File: src/bdlp_pkg.sv
package bdlp_pkg;

	// Register widths
	localparam int unsigned DebounceW = 7;
	localparam int unsigned CountW    = 8;
	localparam int unsigned CfgIndexW = 2;
	localparam int unsigned CfgDataW  = 8;

	// Register reset values
	localparam logic [DebounceW-1:0] DEBOUNCE_RESET  = 7'd80;
	localparam logic [CountW-1:0]    THRESHOLD_RESET = 8'd100;
	localparam logic [CountW-1:0]    RELEASED_RESET  = 8'hFF;

	// Register indexes on the configuration port
	typedef enum logic [CfgIndexW-1:0] {
		CFG_DEBOUNCE  = 2'd0,
		CFG_THRESHOLD = 2'd1,
		CFG_RELEASED  = 2'd2
	} cfg_idx_t;

	// State of one hold tracker after a tick
	typedef struct packed {
		logic              long_flag;
		logic [CountW-1:0] count;
	} hold_stat_t;

endpackage

File: src/bdlp_edge.sv
module bdlp_edge import bdlp_pkg::*; (
	input  logic                 clk,
	input  logic                 arst_n,
	input  logic                 en,
	input  logic                 level,
	input  logic [DebounceW-1:0] debounce,
	output logic                 hit
);

	logic [DebounceW-1:0] timer_q;
	logic                 last_q;

	// Falling edge counts only while the lockout timer is idle
	assign hit = (timer_q == '0) && last_q && !level;

	// Lockout timer and stored level; level is frozen during lockout
	always_ff @(posedge clk or negedge arst_n) begin
		if (!arst_n) begin
			timer_q <= '0;
			last_q  <= 1'b1;
		end else if (en) begin
			if (timer_q == '0) begin
				if (hit) begin
					timer_q <= debounce;
				end
				last_q <= level;
			end else begin
				timer_q <= timer_q - DebounceW'(1);
			end
		end
	end

endmodule

File: src/bdlp_hold.sv
module bdlp_hold import bdlp_pkg::*; (
	input  logic              clk,
	input  logic              arst_n,
	input  logic              en,
	input  logic              level,
	input  logic              press,
	input  logic              clr,
	input  logic [CountW-1:0] threshold,
	input  logic [CountW-1:0] released_code,
	output hold_stat_t        stat
);

	logic              tracking_q;
	logic              phase_q;
	logic              long_q;
	logic [CountW-1:0] count_q;

	logic              trk_n;
	logic              phase_n;
	logic              long_n;
	logic [CountW-1:0] cnt_n;
	logic [CountW-1:0] cnt_inc;

	// Next state for one tick: clear first, then press, then sampling every other tick
	always_comb begin
		cnt_n   = clr ? '0 : count_q;
		trk_n   = tracking_q | press;
		phase_n = phase_q;
		long_n  = long_q;
		cnt_inc = cnt_n + CountW'(1);
		if (trk_n) begin
			if (!phase_q) begin
				if (!level) begin
					cnt_n   = cnt_inc;
					phase_n = 1'b1;
					if (cnt_inc == threshold) begin
						long_n = 1'b1;
					end
				end else begin
					if (long_q) begin
						long_n = 1'b0;
						cnt_n  = '0;
					end else begin
						cnt_n = released_code;
					end
					phase_n = 1'b0;
					trk_n   = 1'b0;
				end
			end else begin
				phase_n = 1'b0;
			end
		end
	end

	assign stat.long_flag = long_n;
	assign stat.count     = cnt_n;

	always_ff @(posedge clk or negedge arst_n) begin
		if (!arst_n) begin
			tracking_q <= 1'b0;
			phase_q    <= 1'b0;
			long_q     <= 1'b0;
			count_q    <= '0;
		end else if (en) begin
			tracking_q <= trk_n;
			phase_q    <= phase_n;
			long_q     <= long_n;
			count_q    <= cnt_n;
		end
	end

endmodule

File: src/button_debounce_long_press_core.sv
// Each accepted word passes the input register, the tick logic and the output register.
// Throughput: one word per cycle while no stall holds; the tick logic is a single pass.
// The input register takes one new word while a stalled result waits in the output register.
// Reset (arst_n low, asynchronous): both registers empty, counters and flags zero,
// stored levels released, lockout timers zero, registers back to 80 / 100 / 255.
module button_debounce_long_press_core import bdlp_pkg::*; (
	input  logic                 clk,
	input  logic                 arst_n,
	// configuration
	input  logic                 cfg_wr_en,
	input  logic [CfgIndexW-1:0] cfg_index,
	input  logic [CfgDataW-1:0]  cfg_data,
	// input channel
	input  logic                 in_valid,
	output logic                 in_stall,
	input  logic                 start_level,
	input  logic                 up_level,
	input  logic                 down_level,
	input  logic                 clear_press_count,
	input  logic                 clear_up_count,
	input  logic                 clear_down_count,
	// output channel
	output logic                 out_valid,
	input  logic                 out_stall,
	output logic [CountW-1:0]    press_count,
	output logic [CountW-1:0]    up_count,
	output logic [CountW-1:0]    down_count,
	output logic                 up_long,
	output logic                 down_long
);

	// Configuration registers
	logic [DebounceW-1:0] debounce_q;
	logic [CountW-1:0]    threshold_q;
	logic [CountW-1:0]    released_q;

	always_ff @(posedge clk or negedge arst_n) begin
		if (!arst_n) begin
			debounce_q  <= DEBOUNCE_RESET;
			threshold_q <= THRESHOLD_RESET;
			released_q  <= RELEASED_RESET;
		end else if (cfg_wr_en) begin
			unique case (cfg_idx_t'(cfg_index))
				CFG_DEBOUNCE:  debounce_q  <= cfg_data[DebounceW-1:0];
				CFG_THRESHOLD: threshold_q <= cfg_data;
				CFG_RELEASED:  released_q  <= cfg_data;
				default: ;
			endcase
		end
	end

	// Input register
	logic valid_s1;
	logic start_s1, up_s1, down_s1;
	logic clr_press_s1, clr_up_s1, clr_down_s1;
	logic advance;

	assign advance  = valid_s1 && (!out_valid || !out_stall);
	assign in_stall = valid_s1 && !advance;

	always_ff @(posedge clk or negedge arst_n) begin
		if (!arst_n) begin
			valid_s1 <= 1'b0;
		end else if (in_valid && !in_stall) begin
			valid_s1 <= 1'b1;
		end else if (advance) begin
			valid_s1 <= 1'b0;
		end
	end

	always_ff @(posedge clk) begin
		if (in_valid && !in_stall) begin
			start_s1     <= start_level;
			up_s1        <= up_level;
			down_s1      <= down_level;
			clr_press_s1 <= clear_press_count;
			clr_up_s1    <= clear_up_count;
			clr_down_s1  <= clear_down_count;
		end
	end

	// Edge detectors with lockout, one per button
	logic start_hit, up_hit, down_hit;

	bdlp_edge u_edge_start (
		.clk      (clk),
		.arst_n   (arst_n),
		.en       (advance),
		.level    (start_s1),
		.debounce (debounce_q),
		.hit      (start_hit)
	);

	bdlp_edge u_edge_up (
		.clk      (clk),
		.arst_n   (arst_n),
		.en       (advance),
		.level    (up_s1),
		.debounce (debounce_q),
		.hit      (up_hit)
	);

	bdlp_edge u_edge_down (
		.clk      (clk),
		.arst_n   (arst_n),
		.en       (advance),
		.level    (down_s1),
		.debounce (debounce_q),
		.hit      (down_hit)
	);

	// Start press counter
	logic [CountW-1:0] presses_q;
	logic [CountW-1:0] presses_n;

	always_comb begin
		presses_n = clr_press_s1 ? '0 : presses_q;
		if (start_hit) begin
			presses_n = presses_n + CountW'(1);
		end
	end

	always_ff @(posedge clk or negedge arst_n) begin
		if (!arst_n) begin
			presses_q <= '0;
		end else if (advance) begin
			presses_q <= presses_n;
		end
	end

	// Hold trackers for up and down
	hold_stat_t up_stat, down_stat;

	bdlp_hold u_hold_up (
		.clk           (clk),
		.arst_n        (arst_n),
		.en            (advance),
		.level         (up_s1),
		.press         (up_hit),
		.clr           (clr_up_s1),
		.threshold     (threshold_q),
		.released_code (released_q),
		.stat          (up_stat)
	);

	bdlp_hold u_hold_down (
		.clk           (clk),
		.arst_n        (arst_n),
		.en            (advance),
		.level         (down_s1),
		.press         (down_hit),
		.clr           (clr_down_s1),
		.threshold     (threshold_q),
		.released_code (released_q),
		.stat          (down_stat)
	);

	// Output register
	logic              out_valid_q;
	logic [CountW-1:0] press_count_q, up_count_q, down_count_q;
	logic              up_long_q, down_long_q;

	always_ff @(posedge clk or negedge arst_n) begin
		if (!arst_n) begin
			out_valid_q   <= 1'b0;
			press_count_q <= '0;
			up_count_q    <= '0;
			down_count_q  <= '0;
			up_long_q     <= 1'b0;
			down_long_q   <= 1'b0;
		end else if (advance) begin
			out_valid_q   <= 1'b1;
			press_count_q <= presses_n;
			up_count_q    <= up_stat.count;
			down_count_q  <= down_stat.count;
			up_long_q     <= up_stat.long_flag;
			down_long_q   <= down_stat.long_flag;
		end else if (!out_stall) begin
			out_valid_q <= 1'b0;
		end
	end

	assign out_valid   = out_valid_q;
	assign press_count = press_count_q;
	assign up_count    = up_count_q;
	assign down_count  = down_count_q;
	assign up_long     = up_long_q;
	assign down_long   = down_long_q;

endmodule

File: config.mk
export PLATFORM = sky130hd
export DESIGN_NAME = button_debounce_long_press_core
export DESIGN_NICKNAME = d
export VERILOG_FILES = /design/src/bdlp_pkg.sv /design/src/bdlp_edge.sv /design/src/bdlp_hold.sv /design/src/button_debounce_long_press_core.sv
export SDC_FILE = /design/constraint.sdc
export NUM_CORES = 1
export LEC_CHECK = 0
export BUFFER_PORTS_ARGS = -buffer_cell sky130_fd_sc_hd__buf_2
export CAP_MARGIN = 20
export CORE_ASPECT_RATIO = 0.9
export CORE_MARGIN = 4
export CORE_UTILIZATION = 50
export CTS_BUF_LIST = sky130_fd_sc_hd__clkbuf_2 sky130_fd_sc_hd__clkbuf_4 sky130_fd_sc_hd__clkbuf_8
export DETAILED_ROUTE_END_ITERATION = 10
export PLACE_DENSITY = 0.69
export SYNTH_ARGS = -nofsm -noshare
export SYNTH_HDL_FRONTEND = slang
export SYNTH_SLANG_ARGS = --single-unit
export TNS_END_PERCENT = 20
File: constraint.sdc
create_clock -name clk -period 1.82 [get_ports clk]
set_input_delay 0 -clock clk [delete_from_list [all_inputs] [get_ports clk]]
set_output_delay 0 -clock clk [all_outputs]
set_load 0.03 [all_outputs]
# After elaboration in Yosys (flattened, before gate mapping)
# Index checks and enable logic that the tools add are counted.
# totals
ff_bits	85
latchBits	0
mem_bits_rw	0
mem_bits_ro	0
in_bits	21
out_inout_bits	28
word_cells	117
n_memories	0
# classes
addsub	6
multipliers	0
div	0
n_lt_le_gt_ge	0
n_eq_ne	8
shifts	0
n_mux	36
bitwise_logic	4
n_reduce_logical	37
# ops
operator	count
2-to-1 mux 8 bit	12
2-to-1 mux 7 bit	6
adder 8 x 1 -> 8 bit (second input constant)	3
AND reduction 2 bit	11
zero test 7 bit	3
subtractor 7 x 1 -> 7 bit (second input constant)	3
2-to-1 mux 1 bit	18
== test 8 bit	2
logical AND 1 bit	9
AND reduction 4 bit	2
zero test 1 bit	7
inequality test 2 x 1 -> 1 bit (second input constant)	3
nonzero test 2 bit	3
== test 2 x 1 -> 1 bit (second input constant)	1
== test 2 bit (second input constant)	1
zero test 2 bit	1
inequality test 2 bit (second input constant)	1
NOT 1 bit	2
bitwise OR 1 bit	2
logical OR 1 bit	1

# Depth between registers and ports, before layout
# Gate-level depths: netlist of run 1.
# depth
ltp_word	8
ltp_mapped	9
mapped_depth_nobuf	8

# Hierarchy
# Synthesis of run 1 repeated with hierarchy kept, for this count alone.
# unflattened
hier_cells	657
hier_area_um2	6108.4
# modules_own_cells
mod	instances	cells_each	area_per_inst_um2	seq_area_each_um2
button_debounce_long_press_core	1	190	2293.4	1472.7
bdlp_hold	2	142	1121.1	275.3
bdlp_edge	3	61	524.3	201.4

# Worst setup path before layout of run 1
# Ideal clock, no wire load.
# synth_path
path_kind	flip-flop to flip-flop
start	register u_edge_down.timer_q[0]
end	register u_hold_down.count_q[6]
setup_ps	104
arrival_ps	1800
required_ps	1716
slack_ps	-84
stages_incl_launch_ff	9
n_path_buf	1
synth_period_minus_slack_ps	1904
path_cell_list	dfrtp_1 -> inv_1 -> ha_1 -> nor2b_2 -> a41o_1 -> or4b_1 -> buf_2 -> o31a_1 -> o311ai_1
# synth_via
elab_chain_len	5
# synth_rtl
element	line_no	rtl
start: declaration	bdlp_edge.sv:10	logic [DebounceW-1:0] timer_q;
start signal: assignment	bdlp_edge.sv:24	timer_q <= debounce;
start signal: assignment	bdlp_edge.sv:28	timer_q <= timer_q - DebounceW'(1);
zero test 7 bit	bdlp_edge.sv:14	assign hit = (timer_q == '0) && last_q && !level;
logical AND 1 bit (2 in a row)	bdlp_edge.sv:14	
bitwise OR 1 bit	bdlp_hold.sv:27	trk_n = tracking_q | press;
2-to-1 mux 8 bit	bdlp_hold.sv:31	if (trk_n) begin
end signal: assignment	bdlp_hold.sv:68	count_q <= cnt_n;
end: declaration	bdlp_hold.sv:16	logic [CountW-1:0] count_q;
# No other way between the ends.
# A chain may end at the register's enable or synchronous reset.

# Worst setup path in the final report of run 1
# layout_path
start	register u_edge_down.timer_q[0]
end	register u_hold_down.count_q[4]
# The elaborated chain is that of the path after synthesis.

==> impl_metrics.yaml, run 1 <==
grt:
  grt_pass1_vias: 4051
  grt_usage: 0.222
  antenna_found_initial: 0
  grt_max_degree: 41
  grt_pass1_wl_um: 20200
  grt.overflow.total: 0
timing:
  setup_slack_ns: -0.0726
  setup_violations: 6
  period_share: 1.04
  hold_slack_ns: 0.0875
  rsz0062_at_grt: "true"
  period_minus_slack_ns: 1.89
  hold_viol: 0
  fin_skew_ns: 0.00877
  drv_slew: 0
  maxSlewHeadroom: 0.640
  tightestPinTransition_ns: 0.537
  max_freq_mhz: 528
clocking:
  clkTransAtPathRegs_ns: 0.09
  cts.sinks: 85
  cts_max_path_buffers: 2
  numCtsBuffers: 9
  cts-root-buf: "clkbuf_8"
  h-tree-depth: 3
  clock_latency_ns: 0.36
  cts_tree: "done"
critical_path:
  endpoint_kind: "register"
  crit_path_max_fanout: 7
  startpoint_type: "register"
  reg2reg_slack_ns: -0.07
  worstPathRequired_ns: 2.08
  worstPathArrival_ns: 2.16
  worstSetupPathType: "register to register"
floorplanning:
  core_area_um2: 9290
  die_h_um: 101
  num_io_pins: 49
  start_util: 0.523
  die_x_um: 112
  die-area_um2: 11400
  row_count: 33
routing:
  via_count: 4312
  drc: 0
  drt-wirelength-per-cell_um: 16.8
  wl_um: 12400
  dr.first_iter.drc_count: 293
  dr.pass1.iters: 5
  viasPerCell: 5.82
  ant_nets: 0
final_layout:
  diodes: 0
  num-fill-cells: 755
  fin_cells: 741
  nets: 641
  fin_util: 0.650
  drive_above_1_share: 0.313
  area_growth_pct: 24.4
  fin_area_um2: 6040
synth:
  postSynth.asyncResetShare: 0.929
  synth_top_cell_by_area: "dfrtp_1"
  ys.flop_type: "dfrtp_1"
  ys_ff_latch: 85
  syn_area_per_cell_um2: 9.37
  synth.area.top_cells: "dfrtp_1 32%, dfstp_2 8.7%, mux2_2 6.0%"
  yosysWarningCount: 0
  synth-edff-count: 6
  synth.most_common_cell: "dfrtp_1"
  ys_seq_area_frac: 0.448
  ys_types: 68
  syn_nets: 545
  yosys-top-cells-count: "63 x dfrtp_1, 62 x nand2_1, 45 x o21ai_0"
  postSynthCellCount: 518
  syn_area_um2: 4850
  yosysTopAreaCellShare: 0.325
placed_design:
  placed_cells: 701
  dpl.hpwl_um: 8940
  place_area_um2: 5450
  gp_congestion: 0.862
  port_buffers: 48
pwr:
  power_density_nw_per_um2: 1120
  leakagePower_nw: 2.61
  ir_drop_uv: 778
status:
  status: "finished with violations"
  violations: "negative setup slack"
worst_hold_path:
  worstHoldPathType: "primary input to asynchronous set/reset pin"
job:
  maxCapViolations: 0
metrics by stage:
| stage | setup slack [ns] | setup TNS, ns | total power, mW |
|---|---|---|---|
| after floorplan | -0.0470 | -0.0876 | 4.31 |
| after global placement | -0.0323 | -0.0650 | 5.02 |
| after detailed placement | -0.0891 | -0.314 | 5.11 |
| after CTS | -0.0489 | -0.144 | 6.54 |
| after global routing | -0.167 | -0.863 | 7.21 |
| final | -0.0726 | -0.196 | 6.76 |
metal layers:
| layer | wire length, µm | track usage | share of wire |
|---|---|---|---|
| met2 | 5800 | 0.349 | 0.47 |
| met4 | 149 | 0.0571 | 0.012 |
| met3 | 658 | 0.0472 | 0.053 |
| met5 | 0 | 0 | 0 |
| met1 | 5820 | 0.315 | 0.47 |
registers in the layout, summed over array words and instances, names as in the netlist, 7 cells and up:
| name | count |
|---|---|
| threshold_q | 8 |
| u_hold_up.count_q | 8 |
| press_count | 8 |
| u_edge_up.timer_q | 7 |
| u_edge_down.timer_q | 7 |
| debounce_q | 7 |
| u_hold_down.count_q | 8 |
| released_q | 8 |
| u_edge_start.timer_q | 7 |
layout make-up:
| class | count | area (µm²) | area share |
|---|---|---|---|
| flip-flops and latches | 85 | 2180 | 0.361 |
| clock inverters | 7 | 76.3 | 0.0126 |
| inverters | 14 | 52.6 | 0.00870 |
| multi-input cells | 392 | 2660 | 0.441 |
| clock buffers | 9 | 124 | 0.0205 |
| repair buffers | 112 | 788 | 0.131 |
| well taps | 122 | 153 | 0.0253 |
worst max-delay path: stages, from the launching register on:
cell and delay [ns]:
dfrtp_1 0.40, inv_2 0.08, ha_4 0.13, nor2b_4 0.14, a41o_1 0.18, or4b_4 0.48, buf_6 0.16, nor2_2 0.08
o21ai_1 0.07, o311ai_2 0.09
cells by family (layout without fill, tap and decap cells):
logic type | Yosys count | in the layout | synth area share
flops | 85 | 85 | 0.448
fa+ha+maj | 6 | 6 | 0.0155
xor+xnor | 22 | 22 | 0.0397
compound gates | 142 | 142 | 0.181
buf+inv | 41 | 142 | 0.0356
mux | 31 | 31 | 0.0706
simple gates | 191 | 191 | 0.210
power by group:
part	switching (mW)	internal [mW]	total (mW)
Sequential	0.561	2.42	2.98
Combinational	1.26	1.17	2.43
Clock	0.717	0.638	1.36
Total	2.54	4.22	6.76
timing repair:
action,4_1_cts,5_1_grt
hold endpoints to repair,100,0
gates resized for setup,8,32
hold buffers,18,0
setup endpoints to repair,13,33
buffers inserted,2,4
pin swaps,2,5
placed cells by master, fill, tap and decap left out, types with 6 or more instances in the layout:
cell type and count:
edfxtp_1 6, buf_4 44, a21oi_1 35, inv_1 10, dfrtp_1 60, o211ai_1 7
o31ai_1 7, nor2_1 23, nor3_1 8, nand4_1 6, nand2b_1 10, mux2_2 26
o21ai_1 7, nand3_1 20, o21ai_0 41, nor2b_1 10, xnor2_1 15, xor2_1 7
buf_2 47, nand2_1 62, clkbuf_8 9, dlygate4sd3_1 18, a22o_1 9, dfstp_2 16
final timing paths:
| kind | start | depth (start not counted) | endpoint |
|---|---|---|---|
| setup / recovery | u_edge_down.timer_q[0]$_DFFE_PN0P_ | 9 | u_hold_down.count_q[4]$_DFFE_PN0P_ |
| hold / removal | arst_n | 2 | u_hold_up.count_q[4]$_DFFE_PN0P_ |
| setup reg to reg | u_edge_down.timer_q[0]$_DFFE_PN0P_ | 9 | u_hold_down.count_q[4]$_DFFE_PN0P_ |
| hold reg to reg | u_edge_start.timer_q[4]$_DFFE_PN0P_ | 2 | u_edge_start.timer_q[4]$_DFFE_PN0P_ |
| max in group asynchronous | arst_n | 3 | released_q[5]$_DFFE_PN1P_ |
| min in group clk | cfg_index[0] | 3 | debounce_q[2]$_DFFE_PN0P_ |
Power figures use the tool's default switching activity.
==> run 2: changes to the inputs <==
==> constraint.sdc (replaced) <==
create_clock -name clk -period 1.82 [get_ports clk]
set_input_delay 0.091 -clock clk [delete_from_list [all_inputs] [get_ports clk]]
set_output_delay 0.091 -clock clk [all_outputs]
set_load 0.03 [all_outputs]
==> impl_metrics.yaml, run 2 (synthesis gave the netlist of run 1 again) <==
placed_design:
  port_buffers: 48
  placed_cells: 706
  place_area_um2: 5480
  gp_congestion: 0.841
  dpl.hpwl_um: 9120
  pre_cts_ws_ns: -0.0900
critical_path:
  startpoint_type: "register"
  worstSetupPathType: "register to register"
  endpoint_kind: "register"
  cpPeakStageDelay_ns: 0.50
  cp_num_buf_inv: 2
  cpLargestDelayFamily: "simple AND/OR/NAND/NOR gates"
  crit_path_max_fanout: 7
  worstPathRequired_ns: 2.09
  worstPathArrival_ns: 2.22
  crit_slowest_cell: "or4b_4"
  crit_chain: "inv_2 > ha_4 > nor2b_4 > a41o_1 > or4b_4 > buf_12 > nor2_4 > o21ai_2 > o311ai_4"
grt:
  grt_pass1_vias: 4139
  grt_usage: 0.229
  grt_max_degree: 40
  grt_pass1_wl_um: 20800
  antenna_found_initial: 0
  grt.overflow.total: 0
clocking:
  clkTransAtPathRegs_ns: 0.09
  cts.sinks: 85
  cts_tree: "done"
  h-tree-depth: 3
  clock_latency_ns: 0.37
  cts_max_path_buffers: 2
  numCtsBuffers: 9
  cts-root-buf: "clkbuf_8"
job:
  maxCapViolations: 0
floorplanning:
  num_io_pins: 49
  start_util: 0.523
  core_area_um2: 9290
  die_x_um: 112
  die_h_um: 101
  die-area_um2: 11400
  row_count: 33
final_layout:
  final_common_cell: "nand2_1"
  area_growth_pct: 27.0
  fin_area_um2: 6160
  drive_above_1_share: 0.350
  diodes: 0
  fin_cells: 742
  final_cell_mix: "62 x nand2_1, 58 x dfrtp_1, 52 x buf_4, 47 x buf_2, 40 x o21ai_0"
  fin_util: 0.663
  nets: 642
timing:
  setup_slack_ns: -0.124
  fin_skew_ns: 0.00463
  hold_viol: 0
  drv_slew: 0
  setup-tns-final_ns: -0.498
  max_freq_mhz: 514
  tightestPinTransition_ns: 0.563
  maxSlewHeadroom: 0.623
  period_minus_slack_ns: 1.94
  hold_slack_ns: 0.00948
  rsz0062_at_grt: "true"
  setup_violations: 5
  period_share: 1.07
pwr:
  power_mw: 7.13
  leakagePower_nw: 2.65
  power_density_nw_per_um2: 1160
  ir_drop_uv: 1020
status:
  violations: "negative setup slack"
  status: "finished with violations"
worst_hold_path:
  worstHoldPathType: "primary input to register"
routing:
  via_count: 4393
  drt-wirelength-per-cell_um: 17.8
  ant_nets: 0
  wl_um: 13200
  dr.first_iter.drc_count: 284
  drc: 0
  viasPerCell: 5.92
  dr.pass1.iters: 4
==> run 2: final timing paths <==
path | from | end | slack, ns | cells past startpoint
min | cfg_data[5] | debounce_q[5]$_DFFE_PN0P_ | 0.009 | 2
min in group asynchronous | arst_n | u_hold_up.count_q[7]$_DFFE_PN0P_ | 0.23 | 2
max reg2reg | u_edge_down.timer_q[0]$_DFFE_PN0P_ | u_hold_down.count_q[3]$_DFFE_PN0P_ | -0.12 | 9
max | u_edge_down.timer_q[0]$_DFFE_PN0P_ | u_hold_down.count_q[3]$_DFFE_PN0P_ | -0.12 | 9
min reg2reg | valid_s1$_DFFE_PN0P_ | out_valid$_DFFE_PN0P_ | 0.51 | 1
max in group asynchronous | arst_n | threshold_q[2]$_DFFE_PN1P_ | 0.93 | 3
==> run 2: layout make-up <==
class | count | area [µm²]
flip-flops and latches | 85 | 2180
clock inverters | 5 | 82.6
clock buffers | 11 | 151
well taps | 122 | 153
fillers | 756 | 3130
repair buffers | 113 | 777
inverters | 14 | 52.6
multi-input cells | 392 | 2760
==> run 2: repair_timing <==
action                     4_1_cts  5_1_grt
hold endpoints to repair        43        0
buffers inserted                 5        3
resized for setup                8       57
hold buffers                    12        0
setup endpoints to repair       10       41
pin swaps                        1       11
gates cloned                     0        0
==> run 2: power by group <==
group / total, mW / switching, mW / internal, mW
clock network: 1.55 / 0.701 / 0.850
registers: 3.02 / 0.598 / 2.42
logic: 2.56 / 1.34 / 1.22
total: 7.13 / 2.64 / 4.50
==> run 2: layer usage <==
layer	global-route usage	wire [µm]
met1	0.317	5980
met2	0.365	6260
met3	0.0466	692
met4	0.0758	264
met5	0	0
